**config.mk**
```make
export PLATFORM = sky130hd
export DESIGN_NAME = lpgu_payoff
export DESIGN_NICKNAME = d
export VERILOG_FILES = /design/src/rtl/lpgu_pkg.sv /design/src/rtl/lpgu_payoff.sv
export SDC_FILE = /design/constraint.sdc
export NUM_CORES = 1
export LEC_CHECK = 0
export BUFFER_PORTS_ARGS = -buffer_cell sky130_fd_sc_hd__buf_2
export CORE_MARGIN = 4
export CORE_UTILIZATION = 65
export CTS_BUF_LIST = sky130_fd_sc_hd__clkbuf_8
export CTS_CLUSTER_SIZE = 8
export DETAILED_ROUTE_END_ITERATION = 16
export GPL_ROUTABILITY_DRIVEN = 1
export PLACE_DENSITY = 0.95
export SYNTH_ARGS = -nofsm -noshare
export SYNTH_HDL_FRONTEND = slang
export SYNTH_SLANG_ARGS = --single-unit
```
**constraint.sdc**
```tcl
create_clock -name clk_i -period 6.9 [get_ports clk_i]
set_input_delay 0.69 -clock clk_i [delete_from_list [all_inputs] [get_ports clk_i]]
set_output_delay 0.69 -clock clk_i [all_outputs]
set_load 0.05 [all_outputs]
```
**src/rtl/lpgu_pkg.sv**
```systemverilog
`default_nettype none
package lpgu_pkg;

  localparam int SIDE  = 64;
  localparam int SITES = SIDE * SIDE;
  localparam int IDX_W = 12;
  localparam int ROW_W = $clog2(SIDE);
  localparam int CNT_W = 13;
  localparam int CFG_W = 16;
  localparam int PAY_W = 20;
  localparam int PROB_W = 16;

  localparam logic [1:0] ACT_WRITE  = 2'd0;
  localparam logic [1:0] ACT_UPDATE = 2'd1;
  localparam logic [1:0] ACT_READ   = 2'd2;

  localparam logic [1:0] STRAT_DEF  = 2'd0;
  localparam logic [1:0] STRAT_COOP = 2'd1;
  localparam logic [1:0] STRAT_PUN  = 2'd2;

  localparam logic [1:0] DIR_UP    = 2'd0;
  localparam logic [1:0] DIR_RIGHT = 2'd1;
  localparam logic [1:0] DIR_DOWN  = 2'd2;
  localparam logic [1:0] DIR_LEFT  = 2'd3;

  localparam logic CFG_SYNERGY = 1'b0;
  localparam logic CFG_FINE    = 1'b1;

  localparam logic [CFG_W-1:0] SYNERGY_RST = 16'd16384;
  localparam logic [CFG_W-1:0] FINE_RST    = 16'd4096;

  localparam int UNIT_Q12 = 4096;

  // Division by five as a multiplication by a reciprocal, exact for sums below 2^19.
  localparam int RN_W        = 19;
  localparam int RECIP_SHIFT = 21;
  localparam logic [RN_W-1:0] RECIP5 = 19'd419431;

  localparam int TAB_LAST  = 40;
  localparam int TAB_SHIFT = 7;
  localparam int TAB_IDX_W = 6;
  localparam int SAT_LIM   = TAB_LAST << TAB_SHIFT;

  localparam logic [PROB_W:0] FERMI_TAB [0:TAB_LAST] = '{
    17'd32768, 17'd37847, 17'd42687, 17'd47094, 17'd50941, 17'd54179, 17'd56822,
    17'd58925, 17'd60565, 17'd61823, 17'd62778, 17'd63495, 17'd64030, 17'd64427,
    17'd64721, 17'd64938, 17'd65097, 17'd65215, 17'd65300, 17'd65364, 17'd65410,
    17'd65444, 17'd65468, 17'd65486, 17'd65500, 17'd65509, 17'd65517, 17'd65522,
    17'd65526, 17'd65528, 17'd65530, 17'd65532, 17'd65533, 17'd65534, 17'd65534,
    17'd65535, 17'd65535, 17'd65535, 17'd65536, 17'd65536, 17'd65536
  };

  typedef struct packed {
    logic [2:0] con;
    logic [2:0] def;
    logic [2:0] pun;
  } lpgu_group_t;

  function automatic logic [IDX_W-1:0] lpgu_nbr(input logic [IDX_W-1:0] idx,
                                                input logic [1:0] dir);
    logic [ROW_W-1:0] row;
    logic [ROW_W-1:0] col;
    row = ROW_W'(idx / SIDE);
    col = ROW_W'(idx % SIDE);
    case (dir)
      DIR_UP: begin
        row = (row == '0) ? ROW_W'(SIDE - 1) : row - 1'b1;
      end
      DIR_RIGHT: begin
        col = (col == ROW_W'(SIDE - 1)) ? '0 : col + 1'b1;
      end
      DIR_DOWN: begin
        row = (row == ROW_W'(SIDE - 1)) ? '0 : row + 1'b1;
      end
      DIR_LEFT: begin
        col = (col == '0) ? ROW_W'(SIDE - 1) : col - 1'b1;
      end
      default: begin
      end
    endcase
    return IDX_W'(int'(row) * SIDE + int'(col));
  endfunction

endpackage
`default_nettype wire

```
**src/rtl/lpgu_payoff.sv**
```systemverilog
`default_nettype none
module lpgu_payoff
  import lpgu_pkg::*;
(
  input  wire logic                    clk_i,
  input  wire logic [1:0]              role_i,
  input  wire lpgu_group_t             grp_i,
  input  wire logic [CFG_W-1:0]        synergy_i,
  input  wire logic [CFG_W-1:0]        fine_i,
  output logic signed [PAY_W-1:0]      payoff_o
);

  logic [RN_W-1:0]     rn_q;
  logic [RN_W-1:0]     pen_q;
  logic                unit_q;
  logic [RN_W-1:0]     pen2_q;
  logic                unit2_q;
  logic [CFG_W-1:0]    share_q;
  logic [2:0]          ncon;
  logic [2:0]          pen_cnt;
  logic [2*RN_W-1:0]   prod;

  always_comb begin
    ncon = 3'(grp_i.con + grp_i.pun);
    case (role_i)
      STRAT_PUN: pen_cnt = grp_i.def;
      STRAT_COOP: pen_cnt = 3'd0;
      default: pen_cnt = grp_i.pun;
    endcase
    prod = (2*RN_W)'(rn_q) * (2*RN_W)'(RECIP5);
  end

  always_ff @(posedge clk_i) begin
    rn_q     <= RN_W'(RN_W'(synergy_i) * RN_W'(ncon)) + RN_W'(2);
    pen_q    <= RN_W'(RN_W'(fine_i) * RN_W'(pen_cnt));
    unit_q   <= (role_i == STRAT_COOP) || (role_i == STRAT_PUN);
    share_q  <= prod[RECIP_SHIFT +: CFG_W];
    pen2_q   <= pen_q;
    unit2_q  <= unit_q;
    payoff_o <= signed'(PAY_W'(share_q)) - signed'(unit2_q ? PAY_W'(UNIT_Q12) : PAY_W'(0))
                - signed'(PAY_W'(pen2_q));
  end

endmodule
`default_nettype wire

```
==> metrics.yaml <==
finalCritPeriodShare_pct: 85.7
startpoint_type: "flip-flop"
syn_nets: 1703
layout-drive-gt1-share_pct: 7.31
synth_edf_count: 0
post_layout_nonfiller_instances: 1584
cts-root-buf: "clkbuf_8"
dpl.cell_count: 1568
ys_types: 60
h-tree-depth: 3
grt_max_degree: 19
final-hold-violation-count: 0
fmax_mhz: 169
wl_met2_um: 12400
cts.sinks: 95
synth_area_per_cell_um2: 9.29
crit_fanout: 6
max_slew.worst_pin.slew_ns: 1.04
startpoint: "rn_q[7]$_DFF_P_"
grt_setup_unrepaired: "no"
drc: 0
critical_path_class: "reg -> reg"
initial_core_util_pct: 66.2
finalSetupViolCount: 0
cts_tree: "built"
crit_top_cell: "fa_1"
cp.arrival_ns: 6.20
setup-tns-final_ns: 0
antenna_found_initial: 0
slowest_delay_ns: 0.56
drt_iter0_drc: 480
drv_slew: 0
ios: 64
dpl.hpwl_um: 22600
numCtsBuffers: 9
syn_area_mm2: 0.0119
grt_pass1_wl_um: 42300
grt.overflow.total: 0
outcome: "finished clean"
via_per_inst: 5.45
num_vias: 8628
hp-class: "reg -> reg"
area_growth_pct: 6.38
async_reset_ff_share_pct: 0
min_from: "pen_q[17]$_DFF_P_"
slew_headroom_pct: 30.2
cts_hold_buf: 0
grt_pass1_vias: 8838
rows: 49
clock_latency_ns: 0.40
skew_ns: 0.0113
ctsResizeCount: 0
wirelength_um: 25600
ys_seq_elements: 95
post_cts_buffers: 0
drt_first_pass_iters: 6
clk_pin_slew_worst_paths_ns: 0.10
cp_data_required_time_ns: 7.19
crit_slowest_cell: "dfxtp_1"
yosys_most_used_dff: "dfxtp_1"
post-route-min-period_ns: 5.91
top_layer_used: "met4"
ys_seq_area_share_pct: 15.9
r2r-start: "rn_q[7]$_DFF_P_"
wl_per_cell_um: 16.1
cap_violations: 0
dieArea_mm2: 0.0206
final_cell_mix: "inv_1 (330), ha_1 (217), fa_1 (159)"
ys_warn_count: 0
grt.total_usage_pct: 26.0
gp_congestion: 1.01
n_fill_cell: 1337
endpoint_kind: "flip-flop"
wl_met3_um: 1400
syn-instance-count: 1283
ant_nets: 0
cts_max_path_buffers: 2
met1_length_um: 11300
core_area_mm2: 0.0180
nets: 1770
die_y_um: 143
final_common_cell: "inv_1"
die_w_um: 143
path_cells: "ha_1, fa_1, inv_1, fa_1, inv_1, fa_1, fa_1, inv_1, fa_1, inv_1, ha_1, nand3_1, nor2_1, a21oi_1, a21oi_1, o21ai_1, o311ai_2, a21oi_1, xnor2_1"
io_buffer_count: 63
antennaDiodeCount: 0
worst paths after layout:
check / end / depth (start not counted) / slack (ns)
setup / recovery: share_q[14]$_DFF_P_ / 19 / 0.99
hold / removal: pen2_q[17]$_DFF_P_ / 0 / 0.34
setup reg to reg: share_q[14]$_DFF_P_ / 19 / 0.99
hold reg to reg: pen2_q[17]$_DFF_P_ / 0 / 0.34
Yosys cell counts, types with 2 or more instances:
library cell	count	area share, %
inv_1	330	10
o2111ai_1	2	0.15
nand2_1	113	3.6
or2_2	5	0.26
and3_1	4	0.21
o31ai_1	2	0.13
nor2b_1	8	0.42
a31o_2	2	0.15
nor2_1	25	0.79
and2_1	21	1.1
nor3_1	8	0.34
a21o_2	2	0.15
xnor2_1	48	3.5
fa_1	159	27
clkbuf_1	7	0.22
dfxtp_1	95	16
nand2b_1	7	0.37
a21boi_0	3	0.19
o21a_1	9	0.57
o22ai_1	2	0.10
a31oi_1	8	0.42
or3_1	2	0.10
a21oi_1	58	2.4
a22o_1	2	0.15
xor2_1	25	1.8
a2111oi_0	2	0.15
a41oi_1	2	0.15
a21o_1	23	1.4
nand4_1	5	0.26
o21ai_1	7	0.29
nand3_1	11	0.46
a211oi_1	2	0.13
o21ai_0	28	1.2
nor4_1	3	0.16
a211o_1	3	0.22
ha_1	217	23
o21bai_1	9	0.57
o311ai_0	2	0.15
registers in the layout (all words and copies together) (netlist names):
| register | cells |
|---|---|
| payoff_o | 20 |
| pen2_q | 19 |
| unit2_q | 1 |
| unit_q | 1 |
| rn_q | 19 |
| share_q | 16 |
| pen_q | 19 |
critical path: cells and delay by family (launching register included):
family	cells	cell delay, ns
fa+ha+maj	7	3.05
compound gates	5	1.35
flops	1	0.56
simple gates	2	0.37
buf+inv	4	0.29
xor+xnor	1	0.15
logic make-up (layout without fill, tap and decap cells):
| kind of cell | count (synthesis) | after routing | share of synthesized area [%] |
|---|---|---|---|
| AOI/OAI and AO/OA | 183 | 183 | 10.1 |
| xor gates and xnor gates | 73 | 73 | 5.36 |
| adders and majority gates | 376 | 376 | 49.5 |
| buffers and inverters | 338 | 410 | 10.6 |
| DFF | 95 | 95 | 15.9 |
| and+or+nand+nor | 218 | 218 | 8.45 |
per-layer routing:
layer  global-route usage, %  up-vias
met4                    6.44        0
met1                    34.4     4162
li1                        -     4178
met5                       0        -
met2                    44.4      248
met3                    5.12       40
final cells by class:
class                   instances  area [um^2]  share of cell area [%]
multi-input cells             850         8750                    69.0
flip-flops and latches         95         1900                    15.0
well taps                     229          287                    2.26
inverters                     330         1240                    9.76
clock inverters                 7         58.8                   0.464
clock buffers                   9          124                   0.976
repair buffers                 64          323                    2.54
per-stage QoR:
stage	hold WS, ns	util, %	cell area (um^2)	setup slack, ns
2_1_floorplan	0.310	-	11900	1.67
3_3_place_gp	0.311	69.4	12500	1.27
3_5_place_dp	0.312	69.4	12500	1.15
4_1_cts	0.337	70.4	12700	1.09
5_1_grt	0.341	70.4	12700	0.748
6_report	0.337	70.4	12700	0.990
Power is left out: the tool's default activity adds up to more than one toggle a clock period on the data nets, which glitch-free logic cannot reach.
