==> src/rtl/lpgu_pkg.sv <==
`default_nettype none
package lpgu_pkg;

  localparam int SIDE  = 64;
  localparam int SITES = SIDE * SIDE;
  localparam int IDX_W = 12;
  localparam int ROW_W = $clog2(SIDE);
  localparam int CNT_W = 13;
  localparam int CFG_W = 16;
  localparam int PAY_W = 20;
  localparam int PROB_W = 16;

  localparam logic [1:0] ACT_WRITE  = 2'd0;
  localparam logic [1:0] ACT_UPDATE = 2'd1;
  localparam logic [1:0] ACT_READ   = 2'd2;

  localparam logic [1:0] STRAT_DEF  = 2'd0;
  localparam logic [1:0] STRAT_COOP = 2'd1;
  localparam logic [1:0] STRAT_PUN  = 2'd2;

  localparam logic [1:0] DIR_UP    = 2'd0;
  localparam logic [1:0] DIR_RIGHT = 2'd1;
  localparam logic [1:0] DIR_DOWN  = 2'd2;
  localparam logic [1:0] DIR_LEFT  = 2'd3;

  localparam logic CFG_SYNERGY = 1'b0;
  localparam logic CFG_FINE    = 1'b1;

  localparam logic [CFG_W-1:0] SYNERGY_RST = 16'd16384;
  localparam logic [CFG_W-1:0] FINE_RST    = 16'd4096;

  localparam int UNIT_Q12 = 4096;

  // Division by five as a multiplication by a reciprocal, exact for sums below 2^19.
  localparam int RN_W        = 19;
  localparam int RECIP_SHIFT = 21;
  localparam logic [RN_W-1:0] RECIP5 = 19'd419431;

  localparam int TAB_LAST  = 40;
  localparam int TAB_SHIFT = 7;
  localparam int TAB_IDX_W = 6;
  localparam int SAT_LIM   = TAB_LAST << TAB_SHIFT;

  localparam logic [PROB_W:0] FERMI_TAB [0:TAB_LAST] = '{
    17'd32768, 17'd37847, 17'd42687, 17'd47094, 17'd50941, 17'd54179, 17'd56822,
    17'd58925, 17'd60565, 17'd61823, 17'd62778, 17'd63495, 17'd64030, 17'd64427,
    17'd64721, 17'd64938, 17'd65097, 17'd65215, 17'd65300, 17'd65364, 17'd65410,
    17'd65444, 17'd65468, 17'd65486, 17'd65500, 17'd65509, 17'd65517, 17'd65522,
    17'd65526, 17'd65528, 17'd65530, 17'd65532, 17'd65533, 17'd65534, 17'd65534,
    17'd65535, 17'd65535, 17'd65535, 17'd65536, 17'd65536, 17'd65536
  };

  typedef struct packed {
    logic [2:0] con;
    logic [2:0] def;
    logic [2:0] pun;
  } lpgu_group_t;

  function automatic logic [IDX_W-1:0] lpgu_nbr(input logic [IDX_W-1:0] idx,
                                                input logic [1:0] dir);
    logic [ROW_W-1:0] row;
    logic [ROW_W-1:0] col;
    row = ROW_W'(idx / SIDE);
    col = ROW_W'(idx % SIDE);
    case (dir)
      DIR_UP: begin
        row = (row == '0) ? ROW_W'(SIDE - 1) : row - 1'b1;
      end
      DIR_RIGHT: begin
        col = (col == ROW_W'(SIDE - 1)) ? '0 : col + 1'b1;
      end
      DIR_DOWN: begin
        row = (row == ROW_W'(SIDE - 1)) ? '0 : row + 1'b1;
      end
      DIR_LEFT: begin
        col = (col == '0) ? ROW_W'(SIDE - 1) : col - 1'b1;
      end
      default: begin
      end
    endcase
    return IDX_W'(int'(row) * SIDE + int'(col));
  endfunction

endpackage
`default_nettype wire

==> src/rtl/lpgu_fermi.sv <==
`default_nettype none
module lpgu_fermi
  import lpgu_pkg::*;
(
  input  wire logic                    clk_i,
  input  wire logic signed [PAY_W-1:0] diff_i,
  output logic [PROB_W-1:0]            prob_o
);

  localparam int STEP_W = 13;
  localparam int PROD_W = STEP_W + TAB_SHIFT + 1;

  logic [PAY_W-1:0]     mag;
  logic                 sat;
  logic [TAB_IDX_W-1:0] idx;
  logic [TAB_IDX_W-1:0] idx_nxt;
  logic [PROB_W:0]      base;
  logic [PROB_W:0]      nxt;

  logic [PROB_W:0]      base_q;
  logic [STEP_W-1:0]    step_q;
  logic [TAB_SHIFT-1:0] frac_q;
  logic                 sat_q;
  logic                 neg_q;

  logic [PROD_W-1:0]    interp;
  logic [PROB_W:0]      w;

  always_comb begin
    mag     = diff_i[PAY_W-1] ? PAY_W'(-diff_i) : PAY_W'(diff_i);
    sat     = mag >= PAY_W'(SAT_LIM);
    idx     = sat ? '0 : mag[TAB_SHIFT +: TAB_IDX_W];
    idx_nxt = idx + 1'b1;
    base    = FERMI_TAB[idx];
    nxt     = FERMI_TAB[idx_nxt];

    interp = PROD_W'(step_q) * PROD_W'(frac_q) + PROD_W'(1 << (TAB_SHIFT - 1));
    w      = base_q + (PROB_W + 1)'(interp >> TAB_SHIFT);
    if (sat_q) begin
      w = (PROB_W + 1)'(1 << PROB_W);
    end
    if (neg_q) begin
      w = (PROB_W + 1)'(1 << PROB_W) - w;
    end
  end

  always_ff @(posedge clk_i) begin
    base_q <= base;
    step_q <= STEP_W'(nxt - base);
    frac_q <= mag[TAB_SHIFT-1:0];
    sat_q  <= sat;
    neg_q  <= diff_i[PAY_W-1];
    prob_o <= w[PROB_W] ? '1 : w[PROB_W-1:0];
  end

endmodule
`default_nettype wire

==> config.mk <==
export PLATFORM = sky130hd
export DESIGN_NAME = lpgu_fermi
export DESIGN_NICKNAME = d
export VERILOG_FILES = /design/src/rtl/lpgu_pkg.sv /design/src/rtl/lpgu_fermi.sv
export SDC_FILE = /design/constraint.sdc
export NUM_CORES = 1
export LEC_CHECK = 0
export BUFFER_PORTS_ARGS = -buffer_cell sky130_fd_sc_hd__buf_2
export CAP_MARGIN = 25
export CORE_MARGIN = 2
export CORE_UTILIZATION = 65
export CTS_BUF_LIST = sky130_fd_sc_hd__clkbuf_8
export DETAILED_ROUTE_END_ITERATION = 12
export GPL_ROUTABILITY_DRIVEN = 0
export PLACE_DENSITY = 0.95
export SLEW_MARGIN = 20
export SYNTH_ARGS = -nofsm -noshare
export SYNTH_HDL_FRONTEND = slang
export SYNTH_SLANG_ARGS = --single-unit
==> constraint.sdc <==
create_clock -name clk_i -period 16.07 [get_ports clk_i]
set_input_delay 2.4105 -clock clk_i [delete_from_list [all_inputs] [get_ports clk_i]]
set_output_delay 2.4105 -clock clk_i [all_outputs]
set_load 0.03 [all_outputs]
==> results by stage <==
Timing:
- Setup repair after global routing left no endpoint under its margin.
- The highest achievable clock rate is 100 MHz.
- The worst slew margin relative to its limit is 27.4%.
- The final setup skew is 0.0211 ns.
- The post-route fraction of the period consumed by the critical path is 62.0%.
- The clock period could shrink to 9.96 ns.
- For the final routed database, the setup TNS stands at 0 ns.
- The number of max-slew violations in the final report was 0.
- Setup violations remaining at the end of the flow were counted as 0.
- The transition at the pin with the smallest max-transition slack is 1.08 ns.
- The final count of hold timing violations came to 0.

GRT:
- The number of global-route vias before repair is 7415.
- Entering global routing, the biggest net connects 32 pins.
- The global-route wire length before repair is 34.5 mm.
- The total overflow left after global routing is 0.
- For this run, the total global-route usage over all layers was measured as 31.7%.
- The initial antenna violation count is 0.

Cells and area:
- For this run, the share of the core covered by cells in the final layout is 69.8%.
- The finished layout cell area is 0.00846 sq mm.
- The synthesis-to-layout area growth is 3.91%.
- The post-route netlist has 7.57% of its cells at a drive strength greater than 1.
- The repair_antennas step left the layout with diodes totalling 0.
- The number of nets in the finished design is 1175.

Setup path:
- The register-to-register path setup slack is 7.86 ns.
- Counting stages on the worst path, the most repeated cell is mux2i_1.
- For the worst setup path, the data required time is 16.27 ns.
- The capture instance of the worst register-to-register path is prob_o[1].
- Data arrives at the worst endpoint at 10.16 ns.
- The sort of element at the end of the critical path is a register.
- The delay of the slowest cell on the worst path is 0.85 ns.
- STA classifies the critical path startpoint as a primary input.
- The critical path contains buffers and inverters numbering 3 combined.
- The category of cells accounting for the largest share of critical-path delay is simple AND/OR/NAND/NOR gates.
- The slowest library cell on the worst path is nor3_4.
- The launch point of the critical path is diff_i[9].
- The worst setup path is of the primary input to register kind.
- The reg-to-reg startpoint is frac_q[3].
- The maximum fanout encountered on the critical timing path is 25.
- The number of cells on the worst reg-to-reg path is 27.

Power:
- Dividing total power by cell area gives a power density of 216 mW/mm^2.
- The cell leakage power is 3.85 nW.
- The worst voltage drop across the vdd grid is 0.140 mV.
- The completed layout was analyzed and its total power is 1.82 mW.

Place:
- The sum of net half-perimeters after detailed placement is 16.1 mm.
- The cell area after placement is 0.00836 sq mm.
- In this run the tool buffered the top-level ports with 36 buffer cells.

Clocking:
- The hold buffer count at cts is 0.
- The maximum number of buffers from clock root to sink is 2.
- The library cell used as clock root buffer is clkbuf_8.
- The number of H-tree levels is 2.
- The CTS tree is done.
- The CTS buffer count is 5.
- The number of buffers inserted by post-CTS setup repair is 0.
- Post-CTS repair changed the size of 0 cells.
- At the later pin of the worst-skew pair, clock insertion delay measures 0.33 ns.
- The clock-pin slew on the worst setup and hold paths is 0.11 ns.
- CTS saw 55 sinks.

Synthesis:
- The area fraction in compound gates after synthesis is 18.6%.
- The synthesized instance count is 1000.
- The flip-flop cell with the highest count after synthesis is dfxtp_1.
- The proportion of synthesized chip area in sequential cells is 13.5%.
- The adder-cell share of the synthesized area is 28.4%.
- In this run, synthesis produced a sequential element count of 55.
- By count the netlist is led by 95 x ha_1, 95 x nand2_1, 87 x inv_1.
- Counting distinct cell types in the post-synthesis netlist gives 88.
- The number of flops mapped to enable cells by yosys is 0.
- The simple-gate share of the synthesized area is 24.2%.
- The main combinational cell family by area after synthesis is adder cells.
- When the netlist entered floorplanning its net count stood at 1172.
- Yosys attributes the largest share of cell area to ha_1 15%, fa_1 14%, dfxtp_1 14%.
- Summing every instance area after synthesis gives 0.00814 sq mm.
- The XOR/XNOR share of the synthesized area is 6.93%.
- The library cell with the largest summed area after synthesis is ha_1.
- The fraction of post-synthesis cell area in the top cell type by area is 14.6%.
- A synthesized cell averages 8.14 sq um.
- The fraction of synthesized area in multiplexers is 1.98%.
- The number of warnings issued by yosys is 0.
- Of all flip-flops after synthesis, the portion carrying an async set or reset was 0%.

Floorplanning:
- The die span in x is 116 um.
- After floorplanning, the core was sized to cover 0.0121 sq mm.
- The die covers 0.0134 sq mm.
- The count of boundary I/O pins is 37.
- The chip height is 116 um.
- The number of cell rows is 40.
- Once the floorplan was initialized, standard cells occupied 67.2% of the core.

Detailed routing:
- The via count is 7543.
- The violation count after the first detailed-route iteration is 797.
- The detailed-route wire length per cell is 17.6 um.
- The routed design has 20.7 mm of wire.
- The DRC violation count after routing is 0.
- Using the TritonRoute via totals, the vias-per-cell ratio works out to 6.44.
- The wire length on met3 is 1.70 mm.
- The highest layer touched by signal routing is met4.
- The first detailed-routing pass took 6 iterations.
- Detailed routing placed a total of 10.1 mm of wire on met2.
- In this run the remaining antenna-violating nets after routing total 0.
- The met1 wire length is 8.08 mm.

Hold path:
- The startpoint identified for the worst hold timing path is base_q[0].
- Counting instances, the worst hold path has a depth of 3.
- The path category of the worst min-delay check is register to register.
- The path with the worst hold slack has its endpoint at prob_o[0].

Job:
- The max-cap violation count is 0.

Outcome:
- The flow ran to the end, and the final reports show no timing, DRC or antenna violations.
==> tightest hold or removal path, cell delays in order, from the launching register on <==
cell and delay [ns]:
dfxtp_1 0.34, ha_1 0.15, nand2_1 0.08, nand2_1 0.06
==> sequential cells by signal, indices dropped and copies added (netlist names) <==
| name | count |
|---|---|
| frac_q | 7 |
| prob_o | 16 |
| neg_q | 1 |
| base_q | 17 |
| sat_q | 1 |
| step_q | 13 |
==> metrics by stage <==
| step | hold slack, ns | cells | setup slack [ns] |
|---|---|---|---|
| finish | 0.646 | 1172 | 6.11 |
| global route | 0.670 | 1172 | 5.38 |
| CTS | 0.646 | 1172 | 6.29 |
| detailed placement | 0.620 | 1164 | 5.97 |
| global placement | 0.604 | 1164 | 6.23 |
| floorplan | 0.548 | 1000 | 7.82 |
==> power by group <==
part	internal, mW	switching (mW)
Sequential	0.163	0.0202
Clock	0.0325	0.0510
Combinational	0.635	0.922
==> layout by cell type (no fill, tap or decap), types with 4 or more instances in the layout <==
| cell | instances |
|---|---|
| ha_1 | 95 |
| buf_2 | 36 |
| a21oi_1 | 39 |
| a211oi_1 | 8 |
| clkbuf_8 | 5 |
| xnor2_1 | 36 |
| xor2_1 | 22 |
| and2_1 | 77 |
| and3_1 | 5 |
| nor2_1 | 60 |
| o21ai_0 | 43 |
| fa_1 | 56 |
| a31o_2 | 4 |
| o31ai_1 | 7 |
| nor4_1 | 6 |
| nor3b_1 | 6 |
| a31oi_1 | 22 |
| a21o_1 | 9 |
| o21a_1 | 7 |
| o311a_1 | 4 |
| nor4b_1 | 4 |
| o211ai_1 | 9 |
| nand2_1 | 95 |
| nor3_1 | 27 |
| a22oi_1 | 4 |
| a211o_1 | 4 |
| or3_1 | 6 |
| o22ai_1 | 5 |
| dfxtp_1 | 55 |
| or4_1 | 6 |
| a221oi_1 | 5 |
| nand3_1 | 21 |
| inv_1 | 87 |
| nand4_1 | 7 |
| nor2b_1 | 14 |
| nand2b_1 | 7 |
| mux2i_1 | 15 |
| or2_2 | 6 |
==> cell type report <==
class                      count  area, sq um
clock inverter                 3         26.3
fill                         901         3660
inverter                      90          338
clock buffer                   5         68.8
tap                          168          210
sequential                    55         1100
multi-input combinational    813         6520
timing repair buffer          38          195
==> cell families after synthesis <==
family | Yosys count
AND/OR/NAND/NOR | 366
AO/OA/AOI/OAI | 219
adder cells (fa/ha/maj) | 151
buffers and inverters | 132
XOR/XNOR | 61
flip-flops | 55
multiplexers | 16
==> how the worst max path moves through the flow <==
stage                      end  cells after the start
detailed placement  step_q[12]                     29
finish              step_q[12]                     29
floorplan           step_q[12]                     28
CTS                 step_q[12]                     29
global placement    step_q[12]                     29
global route        step_q[12]                     29
==> metal layers <==
layer	global-route usage, %	up-vias
li1	-	3504
met1	39.7	3520
met2	55.8	420
met3	4.08	99
met4	12.0	0
met5	0	-
Note: power is estimated with default switching activity, not from simulation.
